==> src/design/cia_pkg.sv <==
// Shared types, register codes and a saturation helper for the impulse accumulator.
package cia_pkg;

  localparam logic [1:0] REG_RESTITUTION = 2'd0;
  localparam logic [1:0] REG_IMPULSE_CAP = 2'd1;
  localparam logic [1:0] REG_APPLY_THRESHOLD = 2'd2;

  localparam logic [14:0] RESTITUTION_RESET = 15'd13107;
  localparam logic [30:0] IMPULSE_CAP_RESET = 31'd1638400000;
  localparam logic [31:0] APPLY_THRESHOLD_RESET = 32'd268;

  // Q.28 dot product times (1+e) in Q2.14, shifted down by 14, stays below 2^49
  localparam int DVD_W = 49;
  localparam int DVS_W = 23;
  localparam int CNT_W = $clog2(DVD_W + 1);

  typedef struct packed {
    logic              start;
    logic [DVD_W-1:0]  dividend;
    logic [DVS_W-1:0]  divisor;
  } div_req_t;

  typedef struct packed {
    logic               en;
    logic signed [31:0] x;
    logic signed [31:0] y;
  } store_wr_t;

  function automatic logic signed [31:0] sat32(input logic signed [63:0] v);
    if (v > 64'sd2147483647) begin
      return 32'sh7fffffff;
    end else if (v < -64'sd2147483648) begin
      return 32'sh80000000;
    end
    return v[31:0];
  endfunction

endpackage

==> src/design/cia_div.sv <==
// Restoring divider, one quotient bit per cycle.
module cia_div (
  input  logic                        clk,
  input  logic                        rst,
  input  cia_pkg::div_req_t           req,
  output logic                        done,
  output logic [cia_pkg::DVD_W-1:0]   quotient
);

  logic                         busy;
  logic [cia_pkg::CNT_W-1:0]    count;
  logic [cia_pkg::DVD_W-1:0]    dvd;
  logic [cia_pkg::DVS_W-1:0]    dvs;
  logic [cia_pkg::DVS_W-1:0]    rem;
  logic [cia_pkg::DVS_W:0]      trial;
  logic                         fits;

  assign trial = {rem, dvd[cia_pkg::DVD_W-1]};
  assign fits  = trial >= {1'b0, dvs};

  always_ff @(posedge clk) begin
    if (rst) begin
      busy  <= 1'b0;
      done  <= 1'b0;
      count <= '0;
    end else begin
      done <= 1'b0;
      if (req.start) begin
        busy  <= 1'b1;
        count <= cia_pkg::CNT_W'(cia_pkg::DVD_W);
      end else if (busy) begin
        count <= count - 1'b1;
        if (count == cia_pkg::CNT_W'(1)) begin
          busy <= 1'b0;
          done <= 1'b1;
        end
      end
    end
  end

  always_ff @(posedge clk) begin
    if (req.start) begin
      dvd      <= req.dividend;
      dvs      <= req.divisor;
      rem      <= '0;
      quotient <= '0;
    end else if (busy) begin
      dvd      <= {dvd[cia_pkg::DVD_W-2:0], 1'b0};
      rem      <= fits ? cia_pkg::DVS_W'(trial - {1'b0, dvs}) : trial[cia_pkg::DVS_W-1:0];
      quotient <= {quotient[cia_pkg::DVD_W-2:0], fits};
    end
  end

endmodule

==> config.mk <==
export PLATFORM = sky130hd
export DESIGN_NAME = cia_div
export DESIGN_NICKNAME = d
export VERILOG_FILES = /design/src/design/cia_pkg.sv /design/src/design/cia_div.sv
export SDC_FILE = /design/constraint.sdc
export NUM_CORES = 1
export LEC_CHECK = 0
export BUFFER_PORTS_ARGS = -buffer_cell sky130_fd_sc_hd__buf_2
export CORE_ASPECT_RATIO = 1.5
export CORE_MARGIN = 8
export CORE_UTILIZATION = 56
export DETAILED_ROUTE_END_ITERATION = 6
export PLACE_DENSITY = 0.82
export SYNTH_ARGS = -nofsm -noshare
export SYNTH_HDL_FRONTEND = slang
export SYNTH_SLANG_ARGS = --single-unit
==> constraint.sdc <==
create_clock -name clk -period 3.05 [get_ports clk]
set_clock_uncertainty 0.1 [all_clocks]
set_input_delay 0.305 -clock clk [delete_from_list [all_inputs] [get_ports clk]]
set_output_delay 0.305 -clock clk [all_outputs]
set_load 0.005 [all_outputs]
[Word-level counts from Yosys, hierarchy flattened]
Cells that the tools add are included.
Word-level totals
  flip-flop bits (word level): 152
  bits of input ports: 75
  word-level logic and storage cells: 25
Operators by class
  add/subtract/negate cells: 2
  $lt $le $gt $ge: 1
  equal/unequal tests: 1
  multiplexer cells: 9
  bitwise operators: 1
  reduce and logical (&&, ||, !) cells: 3
Operators with widths (number)
  $mux W49: 2
  $ge A24 B23 Y1: 1
  $mux W23: 1
  $sub A23 B23 Y23: 1
  $mux W6: 2
  $eq A6 B1 Y1 const B: 1
  $sub A6 B1 Y6 const B: 1
  $mux W1: 4
  $reduce_or A3 Y1: 1
  $reduce_bool A2 Y1: 1
  $reduce_or A2 Y1: 1
  $not A1 Y1: 1

[Logic depth before layout (Yosys ltp)]
Gate-level depths: netlist (run 1).
  depth after elaboration: 4
  gate-level depth with buffers: 12
  gate-level depth less buffers: 11

[Least setup slack after synthesis (run 1)]
OpenSTA, ideal clock, no wires.
  path kind: reg-to-reg
  start: reg dvd[48] (netlist name)
  end: reg rem[7] (netlist name)
  arrival: 2388 ps
  setup slack: 474 ps
  cell stages (with the launch flop): 11
  path buffers: 0
  clock period less this slack: 2576 ps
  path through: edfxtp_1 inv_1 ha_1 fa_1 nand2b_1 a21oi_2 a31o_2 o21a_4 o21ai_2 or4_1 a311oi_2
On the way
  longest elaborated chain between the ends: 2
Ends and longest elaborated chain
  start, declared: line cia_div.sv:12  | logic [cia_pkg::DVD_W-1:0] dvd;
  start signal, assigned: line cia_div.sv:43  | dvd <= req.dividend;
  start signal, assigned: line cia_div.sv:48  | dvd <= {dvd[cia_pkg::DVD_W-2:0], 1'b0};
  $sub A23 B23 Y23 / $ge A24 B23 Y1 (equally long branches): line cia_div.sv:49, cia_div.sv:19
  $mux W23 *: line cia_div.sv:49  | rem <= fits ? cia_pkg::DVS_W'(trial - {1'b0, dvs}) : trial[cia_pkg::DVS_W-1:0];
  end signal, assigned: line cia_div.sv:49
  end, declared: line cia_div.sv:14  | logic [cia_pkg::DVS_W-1:0] rem;
Every way passes the cells marked *; elsewhere a longest branch is shown, timed or not.
A chain may end at the register's enable or synchronous reset.

[Worst setup path in the final report (run 1)]
Same ends and word-level chain as after synthesis.

==> metrics, run 1 <==
run status=finished, final reports clean; I/O pin count=125; total CTS buffers=17; RSZ-0062 raised after global routing=no; layout cells sized above 1=29.98%; worst r2r path cells=11; Syn Area/Cell=roughly 11 um^2; Root Buffer=clkbuf_16; CP endpoint kind=register; ANT cells=0; Avg Vias per Cell=5.667; beginning of the worst hold path=rst; die width=108.6 um; WL final=16.26 mm; pin count of the biggest net entering global routing=150; Ys Warns=0; Critical R2R Capture=rem[7]$_SDFFE_PP0P_; Syn Inst Count=about 650; fillers=936; worst rel slew slack=a little under half; DRC=0; GRT Util Overall=20.01%; # rows=51; Die ar.=16830 um^2; Post-Syn Nets=750; vias in the first global route=5800; Clock Tree Buf Depth=2; first-pass detailed-route iteration total=5; Critical Path RT=roughly 3.3 ns; WHS Endpoint=busy$_SDFF_PP0_; Critical Path AT=3.13 ns; Area Overhead vs Synth=22.66%; initial antenna violation count=0; Final min period=2.894 ns; vias=5457; PwrDens=595.2 nW/um^2; I/O Buffers=124; CTS Sinks=about 150; CTS tree=built; #FFs+latches synth=152; Starting DRT DRC Count=358; fin crit share=between 90% and 100%; actual slew at the worst max-slew pin=0.8194 ns; setup TNS=0 ns; area of the core=12760 um^2; Hold Vio Cnt, Final=0; hold path depth=2; Synth Cell Area=a little over 7000 um^2; DIE HEIGHT=154.9 um; first-pass GRT wire length=about 27 mm; R2R setup slack=about 0.16 ns; CTS H-Tree Depth=4; leakage=around 3.8 nW; Max Freq=0.3455 GHz; GP Congestion=about 0.94; WL per Instance=16.88 um; critical path peak fanout=15; number of setup violations in the final report=0; # nets final=892; critical path class=reg2reg; Final ANT Viol Nets=0; ys flop type=dfxtp_1; HPWL Detailed=11.11 mm; Final Max Slew Viols=0; Congestion Overflow GR=0; Distinct cells, synth=58; worst ir drop on vdd=a little under 0.0005 V; worst hold-check path type=in2reg; sequential share of the synthesized area=a little over half; later-pin clock latency in the skew report=0.42 ns; Starting Density=between 50% and 60%; ys async rst share=0%; CP startpoint kind=register; number of synthesized flops with an enable pin=between 70 and 80; maxcap violations=0; final hold slack=between 0.05 and 0.06 ns; worst r2r src=dvd[48]$_DFFE_PP_; Reg clk slew, reported paths=0.07 ns
==> layer usage <==
| layer | GRT usage (%) | up-vias | wire length [um] |
|---|---|---|---|
| met5 | 0 | - | 0 |
| met4 | 9.954 | 0 | 493 |
| met3 | 6.584 | 43 | 1088 |
| met2 | 34.98 | 177 | 8716 |
| met1 | 20.71 | 2616 | 5960 |
| li1 | - | 2621 | - |
==> sequential cells by signal, indices dropped and copies added (netlist names) <==
| name | count |
|---|---|
| dvs | 23 |
| done | 1 |
| count | 6 |
| quotient | 49 |
| dvd | 49 |
| busy | 1 |
| rem | 23 |
==> worst max path at each step <==
| stage | start | end | slack [ns] | depth (start not counted) |
|---|---|---|---|---|
| 2_1_floorplan | dvd[48]$_DFFE_PP_ | rem[7]$_SDFFE_PP0P_ | 0.47 | 10 |
| 3_3_place_gp | dvd[48]$_DFFE_PP_ | rem[7]$_SDFFE_PP0P_ | 0.20 | 11 |
| 3_5_place_dp | dvd[48]$_DFFE_PP_ | rem[7]$_SDFFE_PP0P_ | 0.1 | 11 |
| 4_1_cts | dvd[48]$_DFFE_PP_ | rem[7]$_SDFFE_PP0P_ | 0.08 | 11 |
| 5_1_grt | dvd[48]$_DFFE_PP_ | rem[7]$_SDFFE_PP0P_ | 0.01 | 11 |
| 6_report | dvd[48]$_DFFE_PP_ | rem[7]$_SDFFE_PP0P_ | 0.16 | 11 |
==> area by class of cell <==
| type | count | area (um^2) | area share [%] |
|---|---|---|---|
| inverter | 31 | 116.4 | 1.316 |
| clock inverter | 14 | 181.4 | 2.052 |
| tap | 159 | 198.9 | 2.251 |
| multi-input combinational | 433 | 3178 | 35.95 |
| sequential | 152 | 3767 | 42.62 |
| clock buffer | 18 | 439.2 | 4.968 |
| timing repair buffer | 156 | 958.4 | 10.84 |
==> stage by stage <==
| stage | cells | worst slack [ns] | util (%) | area, um^2 | total power, mW |
|---|---|---|---|---|---|
| finish | 963 | 0.1555 | 69.26 | 8840 | 5.262 |
| global placement | 906 | 0.2029 | 62.44 | 7969 | 3.088 |
| CTS | 961 | 0.08216 | 69.11 | 8820 | 5.288 |
| detailed placement | 906 | 0.09588 | 62.44 | 7969 | 3.121 |
| floorplan | 649 | 0.4741 | - | 7207 | 2.933 |
| global route | 963 | 0.01048 | 69.26 | 8840 | 5.479 |
==> synthesized netlist by cell type (7+ instances only) <==
cell	n	share of area [%]
mux2_2	48	7.5
o21ai_0	8	0.56
nor2_1	84	4.4
xnor2_1	10	1.2
inv_1	30	1.6
a21oi_1	35	2.4
buf_1	8	0.42
nand3_1	11	0.76
dfxtp_1	80	22
nand2_1	43	2.2
xor2_1	9	1.1
nor3_1	7	0.49
clkbuf_1	19	0.99
edfxtp_1	72	30
ha_1	25	4.3
a311oi_2	11	2.3
mux2i_1	50	6.9
==> critical path: stages, from the launching register on <==
cell and delay (ns):
edfxtp_1 0.35, inv_1 0.05, ha_2 0.19, fa_2 0.34
nand2b_1 0.17, a21oi_2 0.20, a31o_2 0.22, o21a_4 0.16
o21ai_2 0.10, buf_12 0.16, or4_1 0.49, a311oi_2 0.27
==> cell usage in the layout, fill, tap and decap left out, drive strengths merged, types with 12 or more instances in the layout <==
cell / Yosys / layout
buf: 14 / 133
nor2: 84 / 84
dfxtp: 80 / 80
edfxtp: 72 / 72
mux2i: 50 / 50
mux2: 48 / 48
nand2: 43 / 43
a21oi: 37 / 37
inv: 30 / 37
ha: 25 / 25
dlygate4sd3: 0 / 23
clkbuf: 19 / 18
a311oi: 15 / 15
o21ai: 14 / 14
nand3: 12 / 12
==> kinds of logic (layout without fill, tap and decap cells) <==
logic type | Yosys count | count (layout) | share of synthesized area (%)
buffers and inverters | 64 | 219 | 3.785
muxes | 98 | 98 | 14.44
AOI/OAI and AO/OA | 111 | 111 | 11.56
xor gates and xnor gates | 19 | 19 | 2.309
adders and majority gates | 26 | 26 | 4.618
and+or+nand+nor | 179 | 179 | 11.06
DFF | 152 | 152 | 52.22
==> report_power, final <==
part           switching [mW]  internal, mW  total [mW]
logic                   0.424         0.351       0.775
registers              0.0556          2.29        2.34
clock network           0.942          1.20        2.14
==> timing repair <==
action                                  CTS  global route
endpoints found under the setup margin    0             2
hold buffers                             23             0
gates resized for setup                   0             2
endpoints found under the hold margin    23             0
setup buffers                             0             2
(Power assumes the default switching activity.)
==> run 2, diff against run 1 <==
==> constraint.sdc (replaced) <==
create_clock -name clk -period 3.05 [get_ports clk]
set_clock_uncertainty 0.1 [all_clocks]
set_input_delay 0.1525 -clock clk [delete_from_list [all_inputs] [get_ports clk]]
set_output_delay 0.1525 -clock clk [all_outputs]
set_load 0.005 [all_outputs]
==> run 2 against run 1 <==
Against the previous run: total power rose by 1.8%; final cell count up 5.2%; die area unchanged; maximum frequency about the same; critical path type unchanged; critical endpoint unchanged; largest cell class unchanged.
==> metrics, run 2 (synthesized netlist as in run 1, its figures left out) <==
maxcap violations=0; worst ir drop on vdd=0.0005370 V; Final Max Slew Viols=0; pin count of the biggest net entering global routing=150; layout cells sized above 1=28.22%; Starting DRT DRC Count=324; setup TNS=0 ns; WL per Instance=18.22 um; CTS H-Tree Depth=4; DRC=0; RSZ-0062 raised after global routing=no; critical path peak fanout=15; Reg clk slew, reported paths=0.07 ns; Metal-1 WL=roughly 6.8 mm; CTS Sinks=152; Met2 Wirelength=10.12 mm; Critical Path RT=3.28 ns; dpl cell area=7969 um^2; Register Area=3767 um^2; first-pass GRT wire length=about 30 mm; area of the multi-input gates=3178 um^2; # rows=51; Hold Vio Cnt, Final=0; pre-CTS WS=between 0.09 and 0.1 ns; leakage=roughly 4 nW; GP Congestion=0.9363; vias in the first global route=6214; Area Overhead vs Synth=29.60%; GRT Util Overall=a little under a quarter; Max Freq=0.3458 GHz; Avg Vias per Cell=between 5 and 6; # nets final=~940; most frequent cells in the layout=buf_2, nor2_1, dfxtp_1; HPWL Detailed=11.11 mm; met3 WL=~940 um; worst hold-check path type=in2reg; Starting Density=56.47%; PwrDens=573.3 nW/um^2; Root Buffer=clkbuf_16; Congestion Overflow GR=0; DIE HEIGHT=154.9 um; I/O Buffers=124; CP startpoint kind=register; max layer used=met4; initial antenna violation count=0; later-pin clock latency in the skew report=0.42 ns; final hold slack=0.04316 ns; I/O pin count=roughly 130; Clock Tree Buf Depth=2; fillers=856; biggest regs=dvd (49), quotient (49); Critical Path AT=3.12 ns; total CTS buffers=17; area of the core=between 10000 and 15000 um^2; worst rel slew slack=44.88%; final instance area=slightly above 9000 um^2; Placed Cells=approximately 910; WL final=18.46 mm; actual slew at the worst max-slew pin=0.8268 ns; Non-Filler Instances=1013; CTS tree=built; die width=108.6 um; Final min period=just under 3 ns; CP endpoint kind=register; first-pass detailed-route iteration total=5; critical path class=reg2reg; final setup margin=about 0.16 ns; Final ANT Viol Nets=0; Die ar.=16830 um^2; vias=5696; number of setup violations in the final report=0; ANT cells=0; run status=finished, final reports clean; most common cell after layout, fill and taps aside=buf_2; fin crit share=94.82%
run 2: cell count changes in the layout (fill, tap and decap cells not counted), sizes merged:
cell / previous run / this run
dlygate4sd3: 23 / 73
run 2: worst paths after layout:
check | from | end | slack [ns] | cells past startpoint
min reg2reg | rem[8]$_SDFFE_PP0P_ | rem[9]$_SDFFE_PP0P_ | 0.41 | 2
max reg2reg | dvd[48]$_DFFE_PP_ | rem[7]$_SDFFE_PP0P_ | 0.16 | 11
min | req[72] | count[4]$_SDFFE_PP0P_ | 0.04 | 3
max | dvd[48]$_DFFE_PP_ | rem[7]$_SDFFE_PP0P_ | 0.16 | 11
run 2: where the power goes:
part	leakage (nW)	internal, mW	total (mW)	switching, mW
clock	0.304	1.20	2.16	0.961
combinational	2.30	0.394	0.840	0.447
sequential	1.37	2.29	2.35	0.0625
total	3.98	3.88	5.35	1.47
run 2: routing by layer:
layer / global-route usage, % / vias up
met5: 0 / -
met2: 41.69 / 162
met1: 22.57 / 2764
met3: 5.797 / 45
met4: 10.48 / 0
li1: - / 2725
run 2: layout make-up:
class | instances | share of cell area [%]
Clock inverter | 14 | 1.942
Timing Repair Buffer | 206 | 15.62
Clock buffer | 18 | 4.702
Inverter | 31 | 1.246
Tap cell | 159 | 2.130
Sequential cell | 152 | 40.33
Multi-Input combinational cell | 433 | 34.03
run 2: through the flow:
| stage | utilization, % | total power, mW |
|---|---|---|
| 3_5_place_dp | 62.44 | 3.121 |
| 2_1_floorplan | - | 2.933 |
| 6_report | 73.19 | 5.355 |
| 4_1_cts | 73.03 | 5.339 |
| 5_1_grt | 73.19 | 5.563 |
| 3_3_place_gp | 62.44 | 3.088 |
run 2: critical path, stage by stage (launching register included):
cell	delay (ns)
edfxtp_1	0.35
inv_1	0.05
ha_2	0.19
fa_2	0.34
nand2b_1	0.17
a21oi_2	0.20
a31o_2	0.22
o21a_4	0.16
o21ai_2	0.10
buf_12	0.16
or4_1	0.48
a311oi_2	0.27
run 2: repair_timing:
| item | 4_1_cts | 5_1_grt |
|---|---|---|
| setup buffers | 0 | 2 |
| resized for setup | 0 | 2 |
| hold buffers | 73 | 0 |
| hold endpoints to repair | 80 | 0 |
| setup endpoints to repair | 0 | 2 |
==> run 3, diff against run 2 <==
==> constraint.sdc (replaced) <==
create_clock -name clk -period 2.85 [get_ports clk]
set_clock_uncertainty 0.1 [all_clocks]
set_input_delay 0.1425 -clock clk [delete_from_list [all_inputs] [get_ports clk]]
set_output_delay 0.1425 -clock clk [all_outputs]
set_load 0.005 [all_outputs]
==> run 3 against run 2 <==
Against the previous run: sequential share of layout area down 0.67 points; sequential cell count unchanged; largest power group unchanged; sequential power up 8%; critical endpoint unchanged; die area unchanged; total power up 8.8%; setup slack worse by 0.11 ns.
==> metrics, run 3 (synthesized netlist as in run 1, its figures left out) <==
run status=finished, final reports clean; pin count of the biggest net entering global routing=86; final setup margin=0.04346 ns; DRC=0; initial antenna violation count=0; HPWL Detailed=11.28 mm; first-pass GRT wire length=30.07 mm; I/O Buffers=124; power consumption=5.828 mW; GRT Util Overall=a little under a quarter; Clock Tree Buf Depth=2; WL per Instance=18.66 um; critical path peak fanout=17; Reg clk slew, reported paths=0.07 ns; ANT cells=0; Final min period=~2.8 ns; Final Max Slew Viols=0; Starting DRT DRC Count=approximately 380; Worst path max stage delay=0.48 ns; CP endpoint kind=register; Non-Filler Instances=1026; Root Buffer=clkbuf_16; layout cells sized above 1=30.22%; # nets final=about 960; Critical Path AT=3.05 ns; pre-CTS WS=-0.002253 ns; worst rel slew slack=49.05%; final hold slack=0.03037 ns; fillers=816; CTS Sinks=152; area of the core=approximately 13000 um^2; Placed Cells=920; actual slew at the worst max-slew pin=0.7642 ns; number of setup violations in the final report=0; setup TNS=0 ns; # rows=51; area of the multi-input gates=3252 um^2; critical path class=reg2reg; most frequent cells in the layout=buf_2, nor2_1, dfxtp_1; GP Congestion=0.9306; CTS H-Tree Depth=4; first-pass detailed-route iteration total=5; maxcap violations=0; crit path cell chain=ha_4 -> fa_2 -> nand2b_4 -> a21oi_4 -> a31o_4 -> o21a_4 -> o21ai_4 -> buf_12 -> or4_4 -> a311oi_2; Critical Path RT=3.09 ns; Congestion Overflow GR=0; later-pin clock latency in the skew report=0.43 ns; WL final=19.14 mm; Die ar.=16830 um^2; vias in the first global route=approximately 6000; Avg Vias per Cell=5.629; worst ir drop on vdd=roughly 0.00047 V; leakage=4.052 nW; vias=between 5000 and 6000; CP startpoint kind=register; Hold Vio Cnt, Final=0; Area Overhead vs Synth=31.81%; Starting Density=a little under three fifths; die width=108.6 um; DIE HEIGHT=154.9 um; RSZ-0062 raised after global routing=yes; biggest regs=dvd (49), quotient (49); Final ANT Viol Nets=0; Critical-path top delay cell=or4_4; Register Area=3767 um^2; I/O pin count=about 130; most common cell after layout, fill and taps aside=buf_2; worst hold-check path type=in2reg; PwrDens=613.5 nW/um^2; Max Freq=~0.36 GHz; fin crit share=98.48%; total CTS buffers=17; CTS tree=built
[run 3: what timing repair did]
item                                    4_1_cts  5_1_grt
endpoints found under the setup margin        1       15
pin swaps                                     1        6
hold endpoints to repair                     80        0
hold buffers                                 73        0
buffers inserted                              1        0
gates resized for setup                       0       15
cloned                                        0        0
[run 3: final timing paths]
kind                            slack (ns)                       end  cells past startpoint            startpoint
worst max-delay path                  0.04       rem[7]$_SDFFE_PP0P_                     10      dvs[0]$_DFFE_PP_
worst min-delay path                  0.03  quotient[7]$_SDFFE_PP0P_                      2               req[72]
worst max register to register        0.04       rem[7]$_SDFFE_PP0P_                     10      dvs[0]$_DFFE_PP_
worst min register to register        0.41      rem[11]$_SDFFE_PP0P_                      2  rem[11]$_SDFFE_PP0P_
[run 3: where the power goes]
part	total (mW)	internal, mW	leakage (nW)	switching [mW]
Sequential	2.53	2.45	1.37	0.0856
Clock	2.34	1.29	0.301	1.05
Combinational	0.952	0.458	2.38	0.494
[run 3: critical path, delay by kind of cell (launching register included)]
kind | cells | cell delay, ns
compound gates | 5 | 0.78
simple gates | 2 | 0.65
fa+ha+maj | 2 | 0.59
buf+inv | 1 | 0.15
flops | 1 | 0.44
[run 3: cell type report]
cell class | instances | area share (%)
multi-input combinational | 433 | 34.23
tap | 159 | 2.094
inverter | 31 | 1.225
sequential | 152 | 39.66
clock inverter | 14 | 1.778
timing repair buffer | 219 | 16.39
clock buffer | 18 | 4.623
[run 3: layer usage]
metal,up-vias,global-route usage [%],routed length (um)
met5,-,0,0
met4,0,12.44,802
met3,63,5.424,960
met2,209,41.92,10510
met1,2758,22.61,6870
li1,2745,-,-
[run 3: per-stage QoR]
stage / util, % / area (um^2)
after floorplan: - / 7207
after global placement: 63.26 / 8074
after detailed placement: 63.26 / 8074
after CTS: 73.81 / 9420
after global routing: 74.43 / 9499
final: 74.43 / 9499
